$ cat config.mk
export PLATFORM = sky130hd
export DESIGN_NAME = rank_code_stream_decoder_unit
export DESIGN_NICKNAME = d
export VERILOG_FILES = /design/src/design/rcsd_pkg.sv /design/src/design/rank_code_stream_decoder_unit.sv /design/src/design/rcsd_ctrl.sv /design/src/design/rcsd_datapath.sv
export SDC_FILE = /design/constraint.sdc
export NUM_CORES = 2
export LEC_CHECK = 0
export BUFFER_PORTS_ARGS = -buffer_cell sky130_fd_sc_hd__buf_4
export CAP_MARGIN = 20
export CORE_ASPECT_RATIO = 0.5
export CORE_MARGIN = 4
export CORE_UTILIZATION = 57
export DETAILED_ROUTE_END_ITERATION = 12
export PLACE_DENSITY = 0.72
export SLEW_MARGIN = 5
export SYNTH_ARGS = -nofsm -noshare
export SYNTH_HDL_FRONTEND = slang
export SYNTH_SLANG_ARGS = --single-unit
$ cat constraint.sdc
create_clock -name clk -period 5.6 [get_ports clk]
set_input_delay 0.56 -clock clk [delete_from_list [all_inputs] [get_ports clk]]
set_output_delay 0.56 -clock clk [all_outputs]
set_load 0.02 [all_outputs]
$ cat src/design/rcsd_pkg.sv
// Shared types and constants for the rank code stream decoder.
package rcsd_pkg;

  // Symbol given for a rank that has no table entry ('X')
  localparam logic [7:0] UNKNOWN_SYMBOL = 8'd88;
  // Symbol value that terminates a frame
  localparam logic [7:0] TERM_SYMBOL = 8'd0;

  // Stream parsing phase
  typedef enum logic [1:0] {
    PH_COUNT,
    PH_WIDTH,
    PH_SYMS,
    PH_BITS
  } phase_t;

  // Controller states
  typedef enum logic [1:0] {
    ST_IDLE,
    ST_BIT,
    ST_READ,
    ST_FLUSH
  } ctl_state_t;

  // Commands from controller to datapath
  typedef struct packed {
    logic accept;  // take the input byte
    logic step;    // consume one content bit
    logic take;    // move the looked-up result into the pending slot
    logic flush;   // move the pending result out as the last of its byte
  } ctl_cmd_t;

  // Status from datapath to controller
  typedef struct packed {
    logic phase_bits;  // next byte is content
    logic hdr_emit;    // next header byte closes a width-zero header
    logic done;        // current bit completes a code
    logic bit_last;    // current bit is bit 0 of the byte
    logic byte_end;    // last completed code used bit 0, or header result
    logic eof_new;     // result being taken ends the frame
    logic p_valid;     // pending slot holds a result
    logic o_free;      // output register can load this cycle
  } dp_sts_t;

endpackage

$ cat src/design/rank_code_stream_decoder_unit.sv
// Top level of the rank code stream decoder: controller plus datapath.
//
//   Channel | Ports                                               | Dir
//   --------+-----------------------------------------------------+-----
//   input   | in_valid, in_ready, in_stream_byte                  | in
//   result  | out_valid, out_ready, out_symbol, out_unknown_code, | out
//           | out_end_of_frame, out_last                          |
//
// A header byte is taken in the idle state; a header byte that closes a width-zero
// header also passes through a lookup and a flush. A content byte passes through
// an intake, a bit step per bit up to the terminator, a lookup per decoded code
// and a flush when it gave any result; the code reader takes one bit per cycle between lookups.
// A full output register holds the flush, and a lookup that has a result pending,
// until out_ready. Synchronous reset clears control state; the symbol table is not
// cleared and needs no clearing pass.
module rank_code_stream_decoder_unit
  import rcsd_pkg::*;
#(
  parameter int MAX_SYMBOLS = 255,
  parameter int MAX_WIDTH   = 4
) (
  input  logic       clk,
  input  logic       rst_n,
  input  logic       in_valid,
  output logic       in_ready,
  input  logic [7:0] in_stream_byte,
  output logic       out_valid,
  input  logic       out_ready,
  output logic [7:0] out_symbol,
  output logic       out_unknown_code,
  output logic       out_end_of_frame,
  output logic       out_last
);

  ctl_cmd_t cmd;
  dp_sts_t  sts;

  rcsd_ctrl u_ctrl (
    .clk      (clk),
    .rst_n    (rst_n),
    .in_valid (in_valid),
    .in_ready (in_ready),
    .sts      (sts),
    .cmd      (cmd)
  );

  rcsd_datapath #(
    .MAX_SYMBOLS (MAX_SYMBOLS),
    .MAX_WIDTH   (MAX_WIDTH)
  ) u_datapath (
    .clk              (clk),
    .rst_n            (rst_n),
    .cmd              (cmd),
    .sts              (sts),
    .in_stream_byte   (in_stream_byte),
    .out_ready        (out_ready),
    .out_valid        (out_valid),
    .out_symbol       (out_symbol),
    .out_unknown_code (out_unknown_code),
    .out_end_of_frame (out_end_of_frame),
    .out_last         (out_last)
  );

  // No result may be left pending when a new byte can be taken
  a_no_pending_at_intake: assert property (@(posedge clk) disable iff (!rst_n)
    in_ready |-> !sts.p_valid)
    else $error("pending result left behind at byte intake");

  // A frame end always closes its byte and is never an unknown code
  a_eof_is_last: assert property (@(posedge clk) disable iff (!rst_n)
    (out_valid && out_end_of_frame) |-> (out_last && !out_unknown_code))
    else $error("frame end result not last or flagged unknown");

  // A completed code goes to lookup before any new byte
  a_done_to_lookup: assert property (@(posedge clk) disable iff (!rst_n)
    (cmd.step && sts.done) |=> (!in_ready && !cmd.step))
    else $error("completed code skipped its lookup");

endmodule

$ cat src/design/rcsd_ctrl.sv
// Controller state machine: sequences byte intake, bit steps, lookups and output.
module rcsd_ctrl
  import rcsd_pkg::*;
(
  input  logic     clk,
  input  logic     rst_n,
  input  logic     in_valid,
  output logic     in_ready,
  input  dp_sts_t  sts,
  output ctl_cmd_t cmd
);

  ctl_state_t state_r;
  ctl_state_t state_nxt;

  // State register
  always_ff @(posedge clk) begin
    if (!rst_n) begin
      state_r <= ST_IDLE;
    end else begin
      state_r <= state_nxt;
    end
  end

  // Next state
  always_comb begin
    state_nxt = state_r;
    unique case (state_r)
      ST_IDLE: begin
        if (in_valid) begin
          if (sts.phase_bits) begin
            state_nxt = ST_BIT;
          end else if (sts.hdr_emit) begin
            state_nxt = ST_READ;
          end
        end
      end
      ST_BIT: begin
        if (sts.done) begin
          state_nxt = ST_READ;
        end else if (sts.bit_last) begin
          state_nxt = sts.p_valid ? ST_FLUSH : ST_IDLE;
        end
      end
      ST_READ: begin
        if (!sts.p_valid || sts.o_free) begin
          state_nxt = (sts.eof_new || sts.byte_end) ? ST_FLUSH : ST_BIT;
        end
      end
      ST_FLUSH: begin
        if (sts.o_free) begin
          state_nxt = ST_IDLE;
        end
      end
      default: state_nxt = ST_IDLE;
    endcase
  end

  // Command outputs
  always_comb begin
    in_ready   = 1'b0;
    cmd        = '0;
    unique case (state_r)
      ST_IDLE: begin
        in_ready   = 1'b1;
        cmd.accept = in_valid;
      end
      ST_BIT: begin
        cmd.step = 1'b1;
      end
      ST_READ: begin
        cmd.take = !sts.p_valid || sts.o_free;
      end
      ST_FLUSH: begin
        cmd.flush = sts.o_free;
      end
      default: begin
        in_ready = 1'b0;
      end
    endcase
  end

endmodule

$ cat src/design/rcsd_datapath.sv
// Datapath: header registers, symbol table, bit-serial code reader and result registers.
module rcsd_datapath
  import rcsd_pkg::*;
#(
  parameter int MAX_SYMBOLS = 255,
  parameter int MAX_WIDTH   = 4
) (
  input  logic       clk,
  input  logic       rst_n,
  input  ctl_cmd_t   cmd,
  output dp_sts_t    sts,
  input  logic [7:0] in_stream_byte,
  input  logic       out_ready,
  output logic       out_valid,
  output logic [7:0] out_symbol,
  output logic       out_unknown_code,
  output logic       out_end_of_frame,
  output logic       out_last
);

  localparam int AW  = (MAX_SYMBOLS > 1) ? $clog2(MAX_SYMBOLS) : 1;
  localparam int LWW = $clog2(MAX_WIDTH + 1);
  localparam int CW  = MAX_WIDTH;
  localparam int OW  = (1 << MAX_WIDTH) - 1;
  localparam int RW  = OW + 1;
  localparam int KW  = (RW > 9) ? RW : 9;

  // Header state
  phase_t           phase_r, phase_nxt;
  logic [7:0]       count_r, count_nxt;
  logic [LWW-1:0]   lw_r, lw_nxt;
  logic [7:0]       hi_r, hi_nxt;

  // Code reader state
  logic             stage_r, stage_nxt;
  logic [CW-1:0]    bc_r, bc_nxt;
  logic [CW-1:0]    la_r, la_nxt;
  logic [OW-1:0]    off_r, off_nxt;

  // Current content byte
  logic [7:0]       byte_r, byte_nxt;
  logic [2:0]       bidx_r, bidx_nxt;
  logic             byte_end_r, byte_end_nxt;

  // Lookup flags
  logic             unk_r, unk_nxt;
  logic             term_r, term_nxt;

  // Symbol table
  logic [7:0]       mem [MAX_SYMBOLS];
  logic [7:0]       mem_q_r;
  logic             wr_en, rd_en;
  logic [AW-1:0]    wr_addr, rd_addr;

  // Pending result and output register
  logic             p_vld_r, p_vld_nxt;
  logic [7:0]       p_sym_r, p_sym_nxt;
  logic             p_unk_r, p_unk_nxt;
  logic             p_eof_r, p_eof_nxt;
  logic             o_vld_r, o_vld_nxt;
  logic [7:0]       o_sym_r, o_sym_nxt;
  logic             o_unk_r, o_unk_nxt;
  logic             o_eof_r, o_eof_nxt;
  logic             o_last_r, o_last_nxt;

  // Combinational helpers
  logic [7:0]       hi_inc;
  logic             hdr_final;
  logic [LWW-1:0]   lw_clip;
  logic             bit_c;
  logic [CW:0]      la_ext;
  logic [CW-1:0]    la_step;
  logic [OW-1:0]    off_step;
  logic [CW-1:0]    bc_inc;
  logic             len_end;
  logic             done_c;
  logic [CW-1:0]    la_use;
  logic [RW-1:0]    rank_c;
  logic [KW-1:0]    rank_k;
  logic             known_c;
  logic [7:0]       res_sym;
  logic             res_eof;
  logic             o_free;

  // Header arithmetic
  always_comb begin
    hi_inc    = hi_r + 8'd1;
    hdr_final = (hi_inc >= count_r) || (hi_inc == 8'd0);
    lw_clip   = (in_stream_byte > 8'(MAX_WIDTH)) ? LWW'(MAX_WIDTH)
                                                 : in_stream_byte[LWW-1:0];
  end

  // One content bit through the length or offset field
  always_comb begin
    bit_c  = byte_r[bidx_r];
    la_ext = {la_r, bit_c};
    bc_inc = bc_r + CW'(1);
    if (!stage_r) begin
      la_step  = la_ext[CW-1:0];
      off_step = off_r;
      len_end  = bc_inc >= CW'(lw_r);
      done_c   = len_end && (la_step == '0);
      la_use   = '0;
    end else begin
      la_step  = la_r;
      off_step = off_r | (OW'(bit_c) << bc_r);
      len_end  = 1'b0;
      done_c   = bc_inc >= la_r;
      la_use   = la_r;
    end
    rank_c  = ((RW'(1) << la_use) - RW'(1)) + RW'(off_step);
    rank_k  = KW'(rank_c);
    known_c = (rank_k < KW'(count_r)) && (rank_k < KW'(MAX_SYMBOLS));
  end

  // Result formed from the lookup
  always_comb begin
    res_sym = unk_r ? UNKNOWN_SYMBOL : mem_q_r;
    res_eof = term_r || (!unk_r && (mem_q_r == TERM_SYMBOL));
    o_free  = !o_vld_r || out_ready;
  end

  // Next-state logic for all registers
  always_comb begin
    phase_nxt    = phase_r;
    count_nxt    = count_r;
    lw_nxt       = lw_r;
    hi_nxt       = hi_r;
    stage_nxt    = stage_r;
    bc_nxt       = bc_r;
    la_nxt       = la_r;
    off_nxt      = off_r;
    byte_nxt     = byte_r;
    bidx_nxt     = bidx_r;
    byte_end_nxt = byte_end_r;
    unk_nxt      = unk_r;
    term_nxt     = term_r;
    wr_en        = 1'b0;
    wr_addr      = hi_r[AW-1:0];
    rd_en        = 1'b0;
    rd_addr      = '0;
    p_vld_nxt    = p_vld_r;
    p_sym_nxt    = p_sym_r;
    p_unk_nxt    = p_unk_r;
    p_eof_nxt    = p_eof_r;
    o_vld_nxt    = o_vld_r && !out_ready;
    o_sym_nxt    = o_sym_r;
    o_unk_nxt    = o_unk_r;
    o_eof_nxt    = o_eof_r;
    o_last_nxt   = o_last_r;

    if (cmd.accept) begin
      // Header bytes update in place; content bytes are latched
      unique case (phase_r)
        PH_COUNT: begin
          count_nxt = in_stream_byte;
          hi_nxt    = 8'd0;
          if (in_stream_byte != 8'd0) begin
            phase_nxt = PH_WIDTH;
          end
        end
        PH_WIDTH: begin
          lw_nxt    = lw_clip;
          phase_nxt = PH_SYMS;
        end
        PH_SYMS: begin
          wr_en        = hi_r < 8'(MAX_SYMBOLS);
          hi_nxt       = hi_inc;
          byte_end_nxt = 1'b1;
          if (hdr_final) begin
            stage_nxt = 1'b0;
            bc_nxt    = '0;
            la_nxt    = '0;
            off_nxt   = '0;
            if (lw_r == '0) begin
              rd_en     = 1'b1;
              unk_nxt   = 1'b0;
              term_nxt  = 1'b1;
              phase_nxt = PH_COUNT;
            end else begin
              phase_nxt = PH_BITS;
            end
          end
        end
        PH_BITS: begin
          byte_nxt     = in_stream_byte;
          bidx_nxt     = 3'd7;
          byte_end_nxt = 1'b0;
        end
        default: phase_nxt = PH_COUNT;
      endcase
    end else if (cmd.step) begin
      // Advance one bit; start the lookup when a code completes
      bidx_nxt     = bidx_r - 3'd1;
      byte_end_nxt = (bidx_r == 3'd0);
      if (done_c) begin
        stage_nxt = 1'b0;
        bc_nxt    = '0;
        la_nxt    = '0;
        off_nxt   = '0;
        unk_nxt   = !known_c;
        term_nxt  = 1'b0;
        rd_en     = known_c;
        rd_addr   = rank_k[AW-1:0];
      end else if (!stage_r) begin
        la_nxt = la_step;
        if (len_end) begin
          bc_nxt    = '0;
          stage_nxt = 1'b1;
        end else begin
          bc_nxt = bc_inc;
        end
      end else begin
        off_nxt = off_step;
        bc_nxt  = bc_inc;
      end
    end else if (cmd.take) begin
      // Push the older pending result out, hold the new one
      if (p_vld_r) begin
        o_vld_nxt  = 1'b1;
        o_sym_nxt  = p_sym_r;
        o_unk_nxt  = p_unk_r;
        o_eof_nxt  = p_eof_r;
        o_last_nxt = 1'b0;
      end
      p_vld_nxt = 1'b1;
      p_sym_nxt = res_sym;
      p_unk_nxt = unk_r;
      p_eof_nxt = res_eof;
      if (res_eof) begin
        phase_nxt = PH_COUNT;
      end
    end else if (cmd.flush) begin
      // Release the final result of the byte
      o_vld_nxt  = 1'b1;
      o_sym_nxt  = p_sym_r;
      o_unk_nxt  = p_unk_r;
      o_eof_nxt  = p_eof_r;
      o_last_nxt = 1'b1;
      p_vld_nxt  = 1'b0;
    end
  end

  // Control registers
  always_ff @(posedge clk) begin
    if (!rst_n) begin
      phase_r <= PH_COUNT;
      count_r <= '0;
      lw_r    <= '0;
      hi_r    <= '0;
      stage_r <= 1'b0;
      bc_r    <= '0;
      la_r    <= '0;
      off_r   <= '0;
      p_vld_r <= 1'b0;
      o_vld_r <= 1'b0;
    end else begin
      phase_r <= phase_nxt;
      count_r <= count_nxt;
      lw_r    <= lw_nxt;
      hi_r    <= hi_nxt;
      stage_r <= stage_nxt;
      bc_r    <= bc_nxt;
      la_r    <= la_nxt;
      off_r   <= off_nxt;
      p_vld_r <= p_vld_nxt;
      o_vld_r <= o_vld_nxt;
    end
  end

  // Payload registers
  always_ff @(posedge clk) begin
    byte_r     <= byte_nxt;
    bidx_r     <= bidx_nxt;
    byte_end_r <= byte_end_nxt;
    unk_r      <= unk_nxt;
    term_r     <= term_nxt;
    p_sym_r    <= p_sym_nxt;
    p_unk_r    <= p_unk_nxt;
    p_eof_r    <= p_eof_nxt;
    o_sym_r    <= o_sym_nxt;
    o_unk_r    <= o_unk_nxt;
    o_eof_r    <= o_eof_nxt;
    o_last_r   <= o_last_nxt;
  end

  // Symbol table: one write port, one registered read port with write bypass
  always_ff @(posedge clk) begin
    if (wr_en) begin
      mem[wr_addr] <= in_stream_byte;
    end
    if (rd_en) begin
      mem_q_r <= (wr_en && (wr_addr == rd_addr)) ? in_stream_byte : mem[rd_addr];
    end
  end

  // Status to controller
  always_comb begin
    sts.phase_bits = (phase_r == PH_BITS);
    sts.hdr_emit   = (phase_r == PH_SYMS) && hdr_final && (lw_r == '0);
    sts.done       = done_c;
    sts.bit_last   = (bidx_r == 3'd0);
    sts.byte_end   = byte_end_r;
    sts.eof_new    = res_eof;
    sts.p_valid    = p_vld_r;
    sts.o_free     = o_free;
  end

  assign out_valid        = o_vld_r;
  assign out_symbol       = o_sym_r;
  assign out_unknown_code = o_unk_r;
  assign out_end_of_frame = o_eof_r;
  assign out_last         = o_last_r;

endmodule

# ---- After elaboration in Yosys (flattened, before gate mapping)
# Memories as Yosys holds them, arrays and structs flattened. A register that Yosys moved wholly into a read port is not among the register bits.
# Cells that the tools add are included.
dict set report totals {
  reg_bits 84
  latchBits 0
  ramBits 2040
  romBits 0
  inputBits 12
  out_inout_bits 13
  n_memories 1
}
# memory depth width read_ports rd_clocked_by_memory_dff write_ports line_no
set memory_table {}
lappend memory_table {u_datapath.mem 255 8 1 1 1 rcsd_datapath.sv:50} ;# logic [7:0] mem [MAX_SYMBOLS];
dict set report classes {
  n_addsub 5
  multipliers 0
  n_div 0
  n_lt_le_gt_ge 8
  n_eq_ne 22
  shift 2
  n_mux 105
  bitwise_logic 3
  reduce_logical 46
}
# op n
set op_table {}
lappend op_table {{$mux W15} 7}
lappend op_table {{$mux W1} 55}
lappend op_table {{$mux W4} 12}
lappend op_table {{$mux W8} 6}
lappend op_table {{$mux W2} 16}
lappend op_table {{$add A16 B15 Y16} 1}
lappend op_table {{$logic_not A8 Y1} 2}
lappend op_table {{$lt A16 B8 Y1} 1}
lappend op_table {{$lt A16 B8 Y1 const B} 1}
lappend op_table {{$ne A2 B1 Y1 const B} 8}
lappend op_table {{$pmux W8 S2} 1}
lappend op_table {{$shl A1 B4 Y16 const A} 1}
lappend op_table {{$sub A16 B1 Y16 const B} 1}
lappend op_table {{$or A15 B15 Y15} 1}
lappend op_table {{$shl A1 B4 Y15} 1}
lappend op_table {{$mux W3} 4}
lappend op_table {{$reduce_and A2 Y1} 6}
lappend op_table {{$reduce_and A4 Y1} 3}
lappend op_table {{$reduce_bool A2 Y1} 6}
lappend op_table {{$reduce_and A5 Y1} 2}
lappend op_table {{$ne A3 B2 Y1 const B} 3}
lappend op_table {{$reduce_and A3 Y1} 3}
lappend op_table {{$add A8 B1 Y8 const B} 1}
lappend op_table {{$eq A2 B2 Y1 const B} 4}
lappend op_table {{other kinds (27)} 45}

# ---- Depth between registers and ports, before layout
dict set report logic_depth {
  ltp_word 12
  depth_mapped 25
  mapped_depth_nobuf 25
}

# ---- By module
# Synthesis repeated with hierarchy kept, for this count alone.
dict set report hier_totals {
  hier_cells 6462
  hier_area_um2 86250.2
}
# module n_inst cells_each area_per_inst_um2 seq_area_each_um2
set modules_own_cells {}
lappend modules_own_cells {rcsd_datapath 1 6435 86038.8 63490.9}
lappend modules_own_cells {rcsd_ctrl 1 27 211.5 40.0}

# ---- Worst setup path before layout
# OpenSTA, ideal clock, no wires.
dict set report synth_path {
  path_type {register -> register}
  startpoint {register u_datapath.bidx_r[0]}
  endpoint {register u_datapath.mem_q_r[0] (read register of u_datapath.mem), enable pin}
  setup_time_ps 384
  t_arrival_ps 5265
  t_required_ps 5216
  path_slack_ps -49
  path_stages_with_launch 24
  path_buffers 1
  synth_period_minus_slack_ps 5649
  cell_sequence {edfxtp_1 mux4_2 nor2_1 nor2_1 nand2_1 nor3b_1 a21oi_1 ha_1 inv_1 ha_1 a211o_1 o21a_1 xnor2_1 inv_1 clkbuf_1 ha_1 o21a_1 o21a_1 o211ai_1 and3_1 o21ai_0 nor3_1 nand3_1 o21ai_0}
}
dict set report synth_between {
  elab_chain_cells 11
  elab_cells_between_ends 18
  cone_classes {add/sub (1); order compare (2); shift (1); mux (10); bitwise (1); reduce/logical (3)}
}
# item line_no
set synth_rtl {}
lappend synth_rtl {{start: declaration} rcsd_datapath.sv:42} ;# logic [2:0] bidx_r, bidx_nxt;
lappend synth_rtl {{start signal: assignment} rcsd_datapath.sv:274} ;# bidx_r <= bidx_nxt;
lappend synth_rtl {{$bmux W1 S3 (*)} rcsd_datapath.sv:95} ;# bit_c = byte_r[bidx_r];
lappend synth_rtl {{$mux W1 (not written as such) (*)} rcsd_datapath.sv:95}
lappend synth_rtl {{$shl A1 B4 Y15} rcsd_datapath.sv:106} ;# off_step = off_r | (OW'(bit_c) << bc_r);
lappend synth_rtl {{$or A15 B15 Y15} rcsd_datapath.sv:106}
lappend synth_rtl {{$mux W15} rcsd_datapath.sv:98} ;# if (!stage_r) begin
lappend synth_rtl {{$add A16 B15 Y16} rcsd_datapath.sv:111} ;# rank_c = ((RW'(1) << la_use) - RW'(1)) + RW'(off_step);
lappend synth_rtl {{$lt A16 B8 Y1} rcsd_datapath.sv:113} ;# known_c = (rank_k < KW'(count_r)) && (rank_k < KW'(MAX_SYMBOLS));
lappend synth_rtl {{$logic_and A1 B1 Y1} rcsd_datapath.sv:113}
lappend synth_rtl {{$mux W1 (*)} rcsd_datapath.sv:196} ;# if (done_c) begin
lappend synth_rtl {{$mux W1 (*)} rcsd_datapath.sv:192} ;# end else if (cmd.step) begin
lappend synth_rtl {{$mux W1 (*)} rcsd_datapath.sv:152} ;# if (cmd.accept) begin
lappend synth_rtl {{net u_datapath.rd_en} rcsd_datapath.sv:52} ;# logic wr_en, rd_en;
lappend synth_rtl {{end: declaration} rcsd_datapath.sv:51} ;# logic [7:0] mem_q_r;
# The timed path passes the listed nets; every way through them passes the cells marked *. The select of a mux whose other input is x is not followed.
# A chain may end at the register's enable or synchronous reset.

# ---- Worst setup path after layout
dict set report layout_path {
  startpoint {register u_datapath.bidx_r[0]}
  endpoint {register u_datapath.mem_q_r[6] (read register of u_datapath.mem), enable pin}
}
# Same word-level chain as after synthesis.

==> results.yml <==
synth:
  syn_nets: 5836
  ys_top_cells_by_area: "edfxtp_1 73%, mux2i_1 4.2%, nand2_1 3.7%"
  ys_seq_area_share_pct: 73.9
  syn_inst: 5761
  ys_top_cells_by_count: "2,083 x edfxtp_1, 851 x nand2_1, 368 x nor2_1, 363 x mux2i_1, 274 x nand3_1"
  synth_top_area_cell: "edfxtp_1"
  synth_edf_count: 2083
  synth-main-ff-cell: "edfxtp_1"
  synth_xor_area_share_pct: 0.204
  post_synth.cell_area_avg_um2: 14.9
  synthesis.area_um2: 86000
  synth_compound_area_share_pct: 7.62
  synth-simple-area-share_pct: 8.86
  yosys_warnings: 0
  synth_top_family_by_area: "simple AND/OR/NAND/NOR gates"
  synth_top_area_share_pct: 72.7
  yosysUniqueCellTypes: 87
  synth.most_common_cell: "edfxtp_1"
  synth_fa_ha_area_share_pct: 0.925
  async_flop_share_pct: 0
  synthMuxAreaShare_pct: 6.35
  synth-seq-cells: 2132
setup_path:
  cp.required_ns: 6.12
  critPathMaxFanout: 8
  critical_path.slowest_cell: "edfxtp_1"
  end_kind: "flop"
  max_stage_delay_ns: 0.46
  cp_data_arrival_time_ns: 6.17
  critPathLaunchType: "flop"
  crit_type: "flop to flop"
route:
  wire_per_inst_um: 33.8
  drt_iter0_markers: 10100
  via_per_inst: 6.92
  vias: 57900
  drc_errors: 0
  postRouteAntennaNets: 0
  drt-pass1-iter-count: 6
  wirelength_um: 283000
clock_network:
  cts_max_path_buffers: 3
  cts_buffers: 175
  clk_latency_ns: 0.81
  cts_tree: "done"
  clock_sinks: 2132
  htree_levels: 4
  clkTransAtPathRegs_ns: 0.07
  root_buffer: "clkbuf_16"
timing:
  worst_slew_pin_slew_ns: 1.22
  setup_slack_ns: -0.0501
  max_freq_mhz: 177
  tns_ns: -0.360
  final-setup-viol-count: 9
  rsz0062_at_grt: "true"
  period_share_pct: 101
  slew_headroom_pct: 18.1
  fin_skew_ns: 0.0350
  maxSlewViolCount: 0
  hold_viol: 0
  layout_min_cycle_time_ns: 5.65
global_route:
  grt_max_degree: 161
  antenna_found_initial: 17
  use_met3_pct: 15.1
  grt.total_usage_pct: 35.3
  grt_pass1_wl_um: 396000
  grt_pass1_vias: 54600
  met2_usage_pct: 50.3
  grt.overflow.total: 0
  grt_most_used_layer: "met2"
  grtUsageMet1_pct: 48.2
placed_design:
  place.gp.congestion: 1.09
  dp_cells: 7979
  place_ws_ns: -0.588
  portBuffers: 24
  post-dp-hpwl_um: 184000
floorplan:
  core_um2: 149000
  die-area_um2: 158000
  boundaryPins: 25
  std_cell_rows: 100
  die_w_um: 557
  start_util_pct: 57.6
  die_h_um: 283
job:
  drv_cap: 0
outcome:
  status: "finished with violations"
  violations: "setup timing"
pwr:
  vdd.ir_drop.worst_mv: 0.329
  power_density_nw_per_um2: 301
  cellLeakagePower_uw: 0.0331
finish:
  layoutNonFillerInstCount: 8369
  layout-area-overhead-vs-synth_pct: 15.8
  drive_gt1_share_pct: 17.9
  nets: 6293
min_path:
  hp-class: "primary input to flop"
-- state kept, by name (all words and copies together), names as in the netlist, 3 cells and up --
signal	count
u_datapath.bc_r	4
u_datapath.bidx_r	3
u_datapath.byte_r	8
u_datapath.count_r	8
u_datapath.hi_r	8
u_datapath.la_r	4
u_datapath.lw_r	3
u_datapath.mem	2040
u_datapath.mem_q_r	8
u_datapath.off_r	15
u_datapath.out_symbol	8
u_datapath.p_sym_r	8
-- placed cells by master (no fill, tap or decap), types with 17 or more instances in the layout --
cell and count:
a32oi_1 84, nand4_1 76, clkbuf_16 179, nor4_1 35, buf_4 515, a21oi_1 102, ha_1 54, clkinv_1 41
mux2_2 46, nand3_1 263, a31oi_1 94, buf_6 22, dfxtp_1 49, o22ai_1 54, nand2_1 841, o21ai_0 66
a211oi_1 55, a22oi_1 31, mux4_2 57, mux2i_1 363, o211ai_1 21, o221ai_1 20, edfxtp_1 2083, diode_2 24
o2111ai_1 17, inv_1 59, clkbuf_1 46, o31a_1 38, clkinv_2 27, a221oi_1 58, nor2_1 356, nor2b_1 20
a32o_1 21, buf_12 93, nor3_1 32
-- kinds of logic (layout without fill, tap and decap cells) --
logic type	Yosys count	in the layout
flip-flops	2132	2132
AND/OR/NAND/NOR	1756	1756
AO/OA/AOI/OAI	886	886
multiplexers	468	468
buffers and inverters	436	1031
adder cells (fa/ha/maj)	63	63
XOR/XNOR	20	20
other	0	24
-- through the flow --
step,util (%),area (um^2),power (uW),hold slack (ns)
6_report,66.7,99600,29900,0.0973
5_1_grt,66.7,99500,30600,0.0967
4_1_cts,66.0,98500,29900,0.0575
3_5_place_dp,62.1,92700,18200,0.405
3_3_place_gp,62.1,92700,18200,0.403
2_1_floorplan,-,86000,17900,0.400
-- routing by layer --
layer  up-vias  routed length, um
met5         -                 92
met4         8              13300
met3       855              47200
met2      4860             120000
met1     28800             103000
li1      23300                  -
-- worst paths after layout --
kind / from / end / slack [ns] / cells past startpoint
hold / removal: out_ready / u_datapath.out_valid / 0.1 / 3
hold reg to reg: u_datapath.p_eof_r / u_datapath.out_end_of_frame / 0.42 / 0
setup reg to reg: u_datapath.bidx_r[0] / u_datapath.mem_q_r[6] / -0.05 / 26
setup / recovery: u_datapath.bidx_r[0] / u_datapath.mem_q_r[6] / -0.05 / 26
-- repair_timing --
item | 4_1_cts | 5_1_grt
cloned | 2 | 3
setup buffers | 19 | 30
gates resized for setup | 55 | 133
setup endpoints to repair | 16 | 17
pin swaps | 7 | 53
hold buffers | 0 | 0
-- critical path: cells and delay by family (launching register included) --
kind | cells | cell delay, ns
and+or+nand+nor | 7 | 1.13
adders and majority gates | 3 | 0.73
buffers and inverters | 6 | 0.90
xor gates and xnor gates | 1 | 0.19
DFF | 1 | 0.46
muxes | 1 | 0.40
AOI/OAI and AO/OA | 8 | 1.52
-- cell type report --
class / instances / area, um^2
flip-flops and latches: 2132 / 63500
fillers: 9988 / 49700
multi-input cells: 3193 / 21600
repair buffers: 645 / 6240
clock buffers: 222 / 4580
well taps: 1989 / 2490
clock inverters: 93 / 796
inverters: 71 / 273
diodes: 24 / 60.1
-- power breakdown --
group	switching, uW	internal (uW)
registers	3.82	17500
clock network	5750	6280
logic	350	59.4
Note: power is estimated with default switching activity, not from simulation.
